==> config.mk <==
export PLATFORM = sky130hd
export DESIGN_NAME = byte_fifo_with_xon_xoff_watermarks_top
export DESIGN_NICKNAME = d
export VERILOG_FILES = /design/src/rtl/core/bfx_pkg.sv /design/src/rtl/core/bfx_ctrl.sv /design/src/rtl/core/bfx_dpath.sv /design/src/rtl/core/byte_fifo_with_xon_xoff_watermarks_top.sv
export SDC_FILE = /design/constraint.sdc
export NUM_CORES = 1
export LEC_CHECK = 0
export BUFFER_PORTS_ARGS = -buffer_cell sky130_fd_sc_hd__buf_2
export CORE_MARGIN = 5
export CORE_UTILIZATION = 33
export CTS_CLUSTER_DIAMETER = 200
export DETAILED_ROUTE_END_ITERATION = 7
export PLACE_DENSITY = 0.54
export REMOVE_ABC_BUFFERS = 1
export SETUP_SLACK_MARGIN = 0.15
export SLEW_MARGIN = 10
export SYNTH_ARGS = -nofsm -noshare
export SYNTH_HDL_FRONTEND = slang
export SYNTH_SLANG_ARGS = --single-unit
==> constraint.sdc <==
create_clock -name i_clk -period 3.2 [get_ports i_clk]
set_input_delay 0.16 -clock i_clk [delete_from_list [all_inputs] [get_ports i_clk]]
set_output_delay 0.16 -clock i_clk [all_outputs]
set_load 0.02 [all_outputs]
==> src/rtl/core/bfx_pkg.sv <==
// Shared types and constants for the byte FIFO with XON/XOFF watermarks.
// Holds the controller state type, the command and status structs and the
// flow control characters. No dependencies.
package bfx_pkg;

    // Default storage depth in bytes
    localparam int unsigned DEF_FIFO_DEPTH = 32;

    // Field widths fixed by the item format
    localparam int unsigned BYTE_W = 8;
    localparam int unsigned MARK_W = 6;
    localparam int unsigned FILL_W = 6;
    localparam int unsigned CFG_IDX_W = 2;

    // Flow control characters
    localparam logic [BYTE_W-1:0] XON_CHAR  = 8'h11;
    localparam logic [BYTE_W-1:0] XOFF_CHAR = 8'h13;

    // Item mode codes
    localparam logic MODE_PUSH = 1'b0;
    localparam logic MODE_POP  = 1'b1;

    // Configuration register indexes
    localparam logic [CFG_IDX_W-1:0] REG_HIGH_MARK = 2'd0;
    localparam logic [CFG_IDX_W-1:0] REG_LOW_MARK  = 2'd1;

    // Reset values of the watermarks
    localparam logic [MARK_W-1:0] HIGH_MARK_RST = 6'd20;
    localparam logic [MARK_W-1:0] LOW_MARK_RST  = 6'd4;

    // Controller states
    typedef enum logic [0:0] {
        ST_IDLE,
        ST_DONE
    } t_state;

    // Commands from controller to datapath
    typedef struct packed {
        logic take;   // accept the input transaction and update the FIFO
        logic load;   // move the pending result into the output register
    } t_cmd;

    // Status from datapath to controller
    typedef struct packed {
        logic out_free;   // output register empty or being drained this cycle
    } t_status;

endpackage

==> src/rtl/core/bfx_ctrl.sv <==
// Controller for the byte FIFO: sequences one transaction at a time.
// Depends on bfx_pkg for the state type and the command and status structs.
module bfx_ctrl (
    input  logic            i_clk,
    input  logic            i_rst_n,
    input  logic            i_in_valid,
    input  bfx_pkg::t_status i_status,
    output logic            o_in_ready,
    output bfx_pkg::t_cmd   o_cmd
);
    import bfx_pkg::*;

    t_state r_state;
    t_state n_state;

    // Advance the state
    always_ff @(posedge i_clk) begin
        if (!i_rst_n) begin
            r_state <= ST_IDLE;
        end else begin
            r_state <= n_state;
        end
    end

    // Next state
    always_comb begin
        n_state = r_state;
        unique case (r_state)
            ST_IDLE: begin
                if (i_in_valid) begin
                    n_state = ST_DONE;
                end
            end
            ST_DONE: begin
                if (i_status.out_free) begin
                    n_state = ST_IDLE;
                end
            end
            default: n_state = ST_IDLE;
        endcase
    end

    // Drive commands and ready
    always_comb begin
        o_in_ready = 1'b0;
        o_cmd      = '0;
        unique case (r_state)
            ST_IDLE: begin
                o_in_ready = 1'b1;
                o_cmd.take = i_in_valid;
            end
            ST_DONE: begin
                o_cmd.load = i_status.out_free;
            end
            default: begin
                o_in_ready = 1'b0;
            end
        endcase
    end

endmodule

==> src/rtl/core/bfx_dpath.sv <==
// Datapath for the byte FIFO: storage, pointers, fill count, watermarks,
// link state and the output register. Depends on bfx_pkg.
module bfx_dpath #(
    parameter int unsigned FIFO_DEPTH = bfx_pkg::DEF_FIFO_DEPTH
) (
    input  logic                            i_clk,
    input  logic                            i_rst_n,
    input  bfx_pkg::t_cmd                   i_cmd,
    output bfx_pkg::t_status                o_status,
    input  logic                            i_cfg_we,
    input  logic [bfx_pkg::CFG_IDX_W-1:0]   i_cfg_idx,
    input  logic [bfx_pkg::MARK_W-1:0]      i_cfg_data,
    input  logic                            i_mode,
    input  logic [bfx_pkg::BYTE_W-1:0]      i_byte_in,
    output logic                            o_out_valid,
    input  logic                            i_out_ready,
    output logic [bfx_pkg::BYTE_W-1:0]      o_byte_out,
    output logic                            o_byte_valid,
    output logic                            o_send_flow,
    output logic [bfx_pkg::BYTE_W-1:0]      o_flow_char,
    output logic                            o_overflow,
    output logic [bfx_pkg::FILL_W-1:0]      o_fill_level
);
    import bfx_pkg::*;

    localparam int unsigned PW = $clog2(FIFO_DEPTH);
    localparam int unsigned CW = $clog2(FIFO_DEPTH + 1);
    localparam int unsigned XW = (CW > MARK_W) ? CW : MARK_W;
    localparam logic [PW-1:0] LAST_POS = PW'(FIFO_DEPTH - 1);
    localparam logic [CW-1:0] FULL_CNT = CW'(FIFO_DEPTH);

    logic [BYTE_W-1:0] r_mem [FIFO_DEPTH];

    logic [PW-1:0]     r_wr_pos, n_wr_pos;
    logic [PW-1:0]     r_rd_pos, n_rd_pos;
    logic [CW-1:0]     r_count, n_count;
    logic              r_paused, n_paused;
    logic [MARK_W-1:0] r_high, r_low;

    logic [BYTE_W-1:0] r_rd_data;

    logic              r_pend_valid, n_pend_valid;
    logic              r_pend_send, n_pend_send;
    logic [BYTE_W-1:0] r_pend_char, n_pend_char;
    logic              r_pend_ovf, n_pend_ovf;
    logic [FILL_W-1:0] r_pend_fill, n_pend_fill;

    logic              r_out_valid;
    logic [BYTE_W-1:0] r_out_byte;
    logic              r_out_bvalid;
    logic              r_out_send;
    logic [BYTE_W-1:0] r_out_char;
    logic              r_out_ovf;
    logic [FILL_W-1:0] r_out_fill;

    logic              full, empty, do_write, do_read;
    logic [XW-1:0]     count_x;

    assign full     = (r_count == FULL_CNT);
    assign empty    = (r_count == '0);
    assign do_write = i_cmd.take && (i_mode == MODE_PUSH) && !full;
    assign do_read  = i_cmd.take && (i_mode == MODE_POP) && !empty;

    // Work out the FIFO update and the result flags for an accepted item
    always_comb begin
        n_wr_pos     = r_wr_pos;
        n_rd_pos     = r_rd_pos;
        n_count      = r_count;
        n_paused     = r_paused;
        n_pend_valid = 1'b0;
        n_pend_send  = 1'b0;
        n_pend_char  = '0;
        n_pend_ovf   = 1'b0;
        if (do_write) begin
            n_wr_pos = (r_wr_pos == LAST_POS) ? '0 : r_wr_pos + 1'b1;
            n_count  = r_count + 1'b1;
        end
        if (do_read) begin
            n_rd_pos     = (r_rd_pos == LAST_POS) ? '0 : r_rd_pos + 1'b1;
            n_count      = r_count - 1'b1;
            n_pend_valid = 1'b1;
        end
        count_x = XW'(n_count);
        if (i_cmd.take && (i_mode == MODE_PUSH)) begin
            n_pend_ovf = full;
            // XOFF once the level reaches the high watermark
            if ((count_x >= XW'(r_high)) && !r_paused) begin
                n_pend_send = 1'b1;
                n_pend_char = XOFF_CHAR;
                n_paused    = 1'b1;
            end
        end
        if (do_read) begin
            // XON once the level drains to the low watermark
            if ((count_x <= XW'(r_low)) && r_paused) begin
                n_pend_send = 1'b1;
                n_pend_char = XON_CHAR;
                n_paused    = 1'b0;
            end
        end
        n_pend_fill = count_x[FILL_W-1:0];
    end

    // Hold pointers, count, link state and watermarks
    always_ff @(posedge i_clk) begin
        if (!i_rst_n) begin
            r_wr_pos <= '0;
            r_rd_pos <= '0;
            r_count  <= '0;
            r_paused <= 1'b0;
            r_high   <= HIGH_MARK_RST;
            r_low    <= LOW_MARK_RST;
        end else begin
            r_wr_pos <= n_wr_pos;
            r_rd_pos <= n_rd_pos;
            r_count  <= n_count;
            r_paused <= n_paused;
            if (i_cfg_we) begin
                unique case (i_cfg_idx)
                    REG_HIGH_MARK: r_high <= i_cfg_data;
                    REG_LOW_MARK:  r_low  <= i_cfg_data;
                    default: ;
                endcase
            end
        end
    end

    // Byte store: one write and one registered read port
    always_ff @(posedge i_clk) begin
        if (do_write) begin
            r_mem[r_wr_pos] <= i_byte_in;
        end
        if (do_read) begin
            r_rd_data <= r_mem[r_rd_pos];
        end
    end

    // Capture the result flags of the accepted item
    always_ff @(posedge i_clk) begin
        if (i_cmd.take) begin
            r_pend_valid <= n_pend_valid;
            r_pend_send  <= n_pend_send;
            r_pend_char  <= n_pend_char;
            r_pend_ovf   <= n_pend_ovf;
            r_pend_fill  <= n_pend_fill;
        end
    end

    // Output register: load on command, drop once taken
    always_ff @(posedge i_clk) begin
        if (!i_rst_n) begin
            r_out_valid <= 1'b0;
        end else if (i_cmd.load) begin
            r_out_valid <= 1'b1;
        end else if (i_out_ready) begin
            r_out_valid <= 1'b0;
        end
    end

    always_ff @(posedge i_clk) begin
        if (i_cmd.load) begin
            r_out_byte   <= r_pend_valid ? r_rd_data : '0;
            r_out_bvalid <= r_pend_valid;
            r_out_send   <= r_pend_send;
            r_out_char   <= r_pend_char;
            r_out_ovf    <= r_pend_ovf;
            r_out_fill   <= r_pend_fill;
        end
    end

    assign o_status.out_free = !r_out_valid || i_out_ready;

    assign o_out_valid  = r_out_valid;
    assign o_byte_out   = r_out_byte;
    assign o_byte_valid = r_out_bvalid;
    assign o_send_flow  = r_out_send;
    assign o_flow_char  = r_out_char;
    assign o_overflow   = r_out_ovf;
    assign o_fill_level = r_out_fill;

endmodule

==> src/rtl/core/byte_fifo_with_xon_xoff_watermarks_top.sv <==
// Channel   Handshake                  Payload
// input     i_in_valid / o_in_ready    i_mode, i_byte_in
// output    o_out_valid / i_out_ready  o_byte_out, o_byte_valid, o_send_flow,
//                                      o_flow_char, o_overflow, o_fill_level
// config    i_cfg_we                   i_cfg_idx, i_cfg_data
//
// Each transaction is accepted and updates the FIFO in the controller's idle
// state; the registered read of the byte store then feeds the output register.
// The next item is accepted while the previous result waits in the output
// register; a stalled output holds the controller in its result state.
// Reset is synchronous, active low; it empties the FIFO and runs the link.
// Top level of the byte FIFO; depends on bfx_pkg, bfx_ctrl and bfx_dpath.
module byte_fifo_with_xon_xoff_watermarks_top #(
    parameter int unsigned FIFO_DEPTH = bfx_pkg::DEF_FIFO_DEPTH
) (
    input  logic                            i_clk,
    input  logic                            i_rst_n,
    input  logic                            i_cfg_we,
    input  logic [bfx_pkg::CFG_IDX_W-1:0]   i_cfg_idx,
    input  logic [bfx_pkg::MARK_W-1:0]      i_cfg_data,
    input  logic                            i_in_valid,
    output logic                            o_in_ready,
    input  logic                            i_mode,
    input  logic [bfx_pkg::BYTE_W-1:0]      i_byte_in,
    output logic                            o_out_valid,
    input  logic                            i_out_ready,
    output logic [bfx_pkg::BYTE_W-1:0]      o_byte_out,
    output logic                            o_byte_valid,
    output logic                            o_send_flow,
    output logic [bfx_pkg::BYTE_W-1:0]      o_flow_char,
    output logic                            o_overflow,
    output logic [bfx_pkg::FILL_W-1:0]      o_fill_level
);
    import bfx_pkg::*;

    t_cmd    cmd;
    t_status status;

    bfx_ctrl u_ctrl (
        .i_clk      (i_clk),
        .i_rst_n    (i_rst_n),
        .i_in_valid (i_in_valid),
        .i_status   (status),
        .o_in_ready (o_in_ready),
        .o_cmd      (cmd)
    );

    bfx_dpath #(
        .FIFO_DEPTH (FIFO_DEPTH)
    ) u_dpath (
        .i_clk        (i_clk),
        .i_rst_n      (i_rst_n),
        .i_cmd        (cmd),
        .o_status     (status),
        .i_cfg_we     (i_cfg_we),
        .i_cfg_idx    (i_cfg_idx),
        .i_cfg_data   (i_cfg_data),
        .i_mode       (i_mode),
        .i_byte_in    (i_byte_in),
        .o_out_valid  (o_out_valid),
        .i_out_ready  (i_out_ready),
        .o_byte_out   (o_byte_out),
        .o_byte_valid (o_byte_valid),
        .o_send_flow  (o_send_flow),
        .o_flow_char  (o_flow_char),
        .o_overflow   (o_overflow),
        .o_fill_level (o_fill_level)
    );

    // One item at a time: no accept in the cycle after an accept
    a_one_at_a_time: assert property (@(posedge i_clk) disable iff (!i_rst_n)
        (i_in_valid && o_in_ready) |=> !o_in_ready)
        else $error("input accepted on consecutive cycles");

    // A popped byte and a dropped push never share a result
    a_pop_no_ovf: assert property (@(posedge i_clk) disable iff (!i_rst_n)
        (o_out_valid && o_byte_valid) |-> !o_overflow)
        else $error("result flags both byte and overflow");

    // A flow request carries XON or XOFF, otherwise no character
    a_flow_char: assert property (@(posedge i_clk) disable iff (!i_rst_n)
        o_out_valid |-> (o_send_flow ? (o_flow_char == XON_CHAR ||
                                        o_flow_char == XOFF_CHAR)
                                     : (o_flow_char == '0)))
        else $error("flow character does not match send flag");

    // An empty pop or a push returns a zero byte
    a_byte_zero: assert property (@(posedge i_clk) disable iff (!i_rst_n)
        (o_out_valid && !o_byte_valid) |-> (o_byte_out == '0))
        else $error("byte output not zero without a popped byte");

endmodule
==> reports/results.ini <==
[run_status]
status = complete, no violations

[placed_design]
dp_hpwl_um = 16880
place_ws_ns = 0.2400
place_inst = 1307
gp_congestion = 0.7291
io_buffers = 43

[detailed_routing]
drt-total-wl_um = 27470
drtPass1Iterations = 4
first_iter_violations = 567
vias_per_cell = 4.859
ant_nets = 0
drc = 0
routed-via-count = 6730
wl_per_cell_um = 19.83

[sta]
relSlewSlack_pct = 42.45
fmax_mhz = 350.3
slew_violations = 0
tightest_slew_ns = 0.8621
hold_violations = 0
setup_viol = 0
clock_skew_ns = 0.02404
period_needed_ns = 2.855
post-route-period-util_pct = 89.21
rsz0062_at_grt = false
layout_setup_ws_ns = 0.3453

[clocking]
clockBufferDepth = 3
cts.reportedPaths.clkPinSlew_ns = 0.06
cts.sinks = 323
insertion_delay_ns = 0.52
cts_root_buffer = clkbuf_16
htree_levels = 2
cts_buffers = 35
cts_tree = done

[floorplanning]
die_y_um = 207.2
io_pins = 49
rows = 72
core_um2 = 38560
start_util_pct = 33.27
die_x_um = 207.2
dieArea_um2 = 42920

[global_routing]
grt_pass1_vias = 6732
track_usage_pct = 12.56
grt_pass1_wl_um = 41730
grt_max_degree = 49
antenna_found_initial = 0
overflow = 0

[critical_path]
startpoint = u_dpath.r_count[0]$_SDFF_PN0_
slowest_delay_ns = 0.39
endpoint = u_dpath.r_pend_char[0]$_DFFE_PN_
rrSetupSlack_ns = 0.35
cp.arrival_ns = 3.21
rr_endpoint = u_dpath.r_pend_char[0]$_DFFE_PN_
cp-end-kind = flop
reg2reg_depth = 13
crit_type = flop to flop
cpMaxStageDelayCell = dfxtp_2
crit_required_ns = 3.56
r2r_start = u_dpath.r_count[0]$_SDFF_PN0_
crit_chain = inv_1, ha_1, nand2b_1, o311ai_4, buf_4, o41ai_2, xor2_1, buf_4, ha_1, nand4_1, or2_2, a211oi_2, o21bai_1
worstPathMaxFanout = 6
worstSetupStartpointType = flop

[power_and_ir_drop]
ir_drop_uv = 315.3
p_comb_share_pct = 9.1
clkPwrFrac_pct = 40.8
p_sw_uw = 2166
p_int_uw = 7421
power_density_nw_per_um2 = 629.5
power_leakage_uw = 0.005039
p_seq_share_pct = 50.1
power.share.switching_pct = 22.60

[worst_hold_path]
min_path_type = input port to flop

[synth]
synth-seq-cells = 323
ys_warn_count = 0
ys_seq_area_share_pct = 73.19
synth.cell_area_um2 = 12830
synth_cells = 728
ys.flop_type = edfxtp_1
syn_area_per_cell_um2 = 17.62
synth_top_area_share_pct = 68.35
async_flop_share_pct = 0
synth.area.top_cells = edfxtp_1 68%, mux4_2 8.4%, dfxtp_1 4.8%
synth_edf_count = 292
yosysUniqueCellTypes = 51
yosys.area.top_type = edfxtp_1

[layout]
final_cells = 1385
drive_above_1_share_pct = 25.61
layout.nets = 884
fillers = 3570
synthToLayoutAreaGrowth_pct = 18.73
antennaDiodeCount = 0

[run]
maxCapViolCount = 0

-- final cells by class --
type,count,area (um^2),area share (%)
inverter,21,78.83,0.5175
timing repair buffer,111,775.7,5.093
sequential,323,9395,61.69
clock buffer,45,934.6,6.137
multi-input combinational,348,3213,21.10
clock inverter,19,185.2,1.216
tap,518,648.1,4.255
-- critical path, delay by kind of cell, from the launching register on --
kind / cells / cell delay, ns
buf+inv: 3 / 0.42
fa+ha+maj: 2 / 0.50
compound gates: 4 / 0.73
simple gates: 3 / 0.54
xor+xnor: 1 / 0.12
flops: 1 / 0.39
-- synth_stat cells (all sizes together), types with 4 or more instances --
library cell / n
dfxtp: 31
nand3: 5
a22oi: 25
ha: 22
o21ai: 8
o221ai: 9
o211ai: 4
xor2: 4
o22ai: 9
a21oi: 26
nand2: 19
nor2: 56
mux2i: 38
clkbuf: 20
nand4: 4
a211oi: 11
buf: 20
inv: 21
and2: 15
mux4: 48
nand3b: 6
edfxtp: 292
-- cell usage in the layout (no fill, tap or decap), types with 3 or more instances in the layout --
cell           instances
a211oi_1              10
a21oi_1               25
a22oi_1               24
and2_1                14
buf_2                 43
buf_4                 56
bufinv_16              3
clkbuf_1               9
clkbuf_16             36
clkinv_1               7
clkinv_2               4
conb_1                 5
dfxtp_1               28
dlygate4sd3_1         10
edfxtp_1             292
ha_1                  22
inv_1                 20
mux2i_1               38
mux4_2                48
nand2_1               18
nand2b_1               3
nand3_1                5
nand3b_1               6
nand4_1                4
nor2_1                55
nor3b_1                3
o211ai_1               4
o21ai_0                7
o221ai_1               9
o22ai_1                8
or4_1                  3
xor2_1                 3
-- metrics by stage --
| step | hold slack (ns) | TNS, ns | cell area (um^2) | utilization [%] | total power (uW) |
|---|---|---|---|---|---|
| floorplan | 0.2219 | -16.56 | 12630 | - | 5453 |
| global placement | 0.4029 | 0 | 13940 | 36.14 | 5719 |
| detailed placement | 0.4052 | 0 | 13940 | 36.14 | 5731 |
| CTS | 0.1014 | 0 | 15160 | 39.31 | 9660 |
| global route | 0.1126 | 0 | 15230 | 39.50 | 9981 |
| finish | 0.1044 | 0 | 15230 | 39.50 | 9587 |
-- how the worst min path moves through the flow --
stage	start	end	slack, ns	depth (start not counted)
global placement	i_cfg_data[2]	u_dpath.r_high[2]$_SDFFE_PN1P_	0.40	3
global route	i_mode	u_dpath.r_paused$_SDFF_PN0_	0.11	4
detailed placement	u_dpath.r_pend_fill[3]$_DFFE_PN_	u_dpath.o_fill_level[3]$_DFFE_PP_	0.41	0
finish	i_mode	u_dpath.r_paused$_SDFF_PN0_	0.10	4
CTS	i_mode	u_dpath.r_rd_pos[4]$_SDFFE_PN0N_	0.10	5
floorplan	i_rst_n	u_dpath.r_low[2]$_SDFFE_PN1P_	0.22	1
-- sequential cells by signal, indices dropped and copies added (netlist names) --
name / cells
u_dpath.r_low: 6
u_dpath.o_fill_level: 6
u_dpath.r_pend_valid: 1
u_dpath.r_pend_char: 2
u_dpath.r_rd_data: 8
u_dpath.o_out_valid: 1
u_dpath.r_high: 6
u_dpath.r_pend_ovf: 1
u_dpath.o_byte_valid: 1
u_dpath.o_flow_char: 2
u_dpath.r_rd_pos: 5
u_dpath.r_mem: 256
u_dpath.o_overflow: 1
u_dpath.r_paused: 1
u_dpath.r_count: 6
u_dpath.o_byte_out: 8
u_dpath.r_pend_fill: 6
u_ctrl.r_state: 1
u_dpath.r_wr_pos: 5
-- routing by layer --
layer / share of wire (%) / GRT usage (%) / vias up / wire [um]
li1: - / - / 3106 / -
met1: 44 / 17.07 / 3420 / 12010
met2: 49 / 20.82 / 162 / 13580
met3: 4.8 / 2.451 / 42 / 1309
met4: 2.1 / 3.352 / 0 / 572
met5: 0 / 0 / - / 0
-- timing repair --
action	CTS	global route
hold endpoints to repair	14	0
setup endpoints to repair	0	3
setup buffers	0	4
hold buffers	10	0
gates resized for setup	0	10
-- cells by family (layout without fill, tap and decap cells) --
kind of cell             after synthesis  in the layout  synth area share [%]
flip-flops                           323            323                 73.19
AND/OR/NAND/NOR                      129            129                 5.033
AO/OA/AOI/OAI                        100            100                 5.559
multiplexers                          86             86                 11.39
adder cells (fa/ha/maj)               22             22                 2.146
other                                  1              5               0.02923
buffers and inverters                 61            196                 2.243
XOR/XNOR                               6              6                0.4096
-- power by group through the flow --
stage	clock network (uW)	registers [uW]	logic [uW]
6_report	3910	4800	876
5_1_grt	4190	4820	978
4_1_cts	4010	4800	856
3_5_place_dp	0	4890	843
3_3_place_gp	0	4890	832
2_1_floorplan	0	4930	521
No activity file was read; power rests on OpenSTA's default activity.
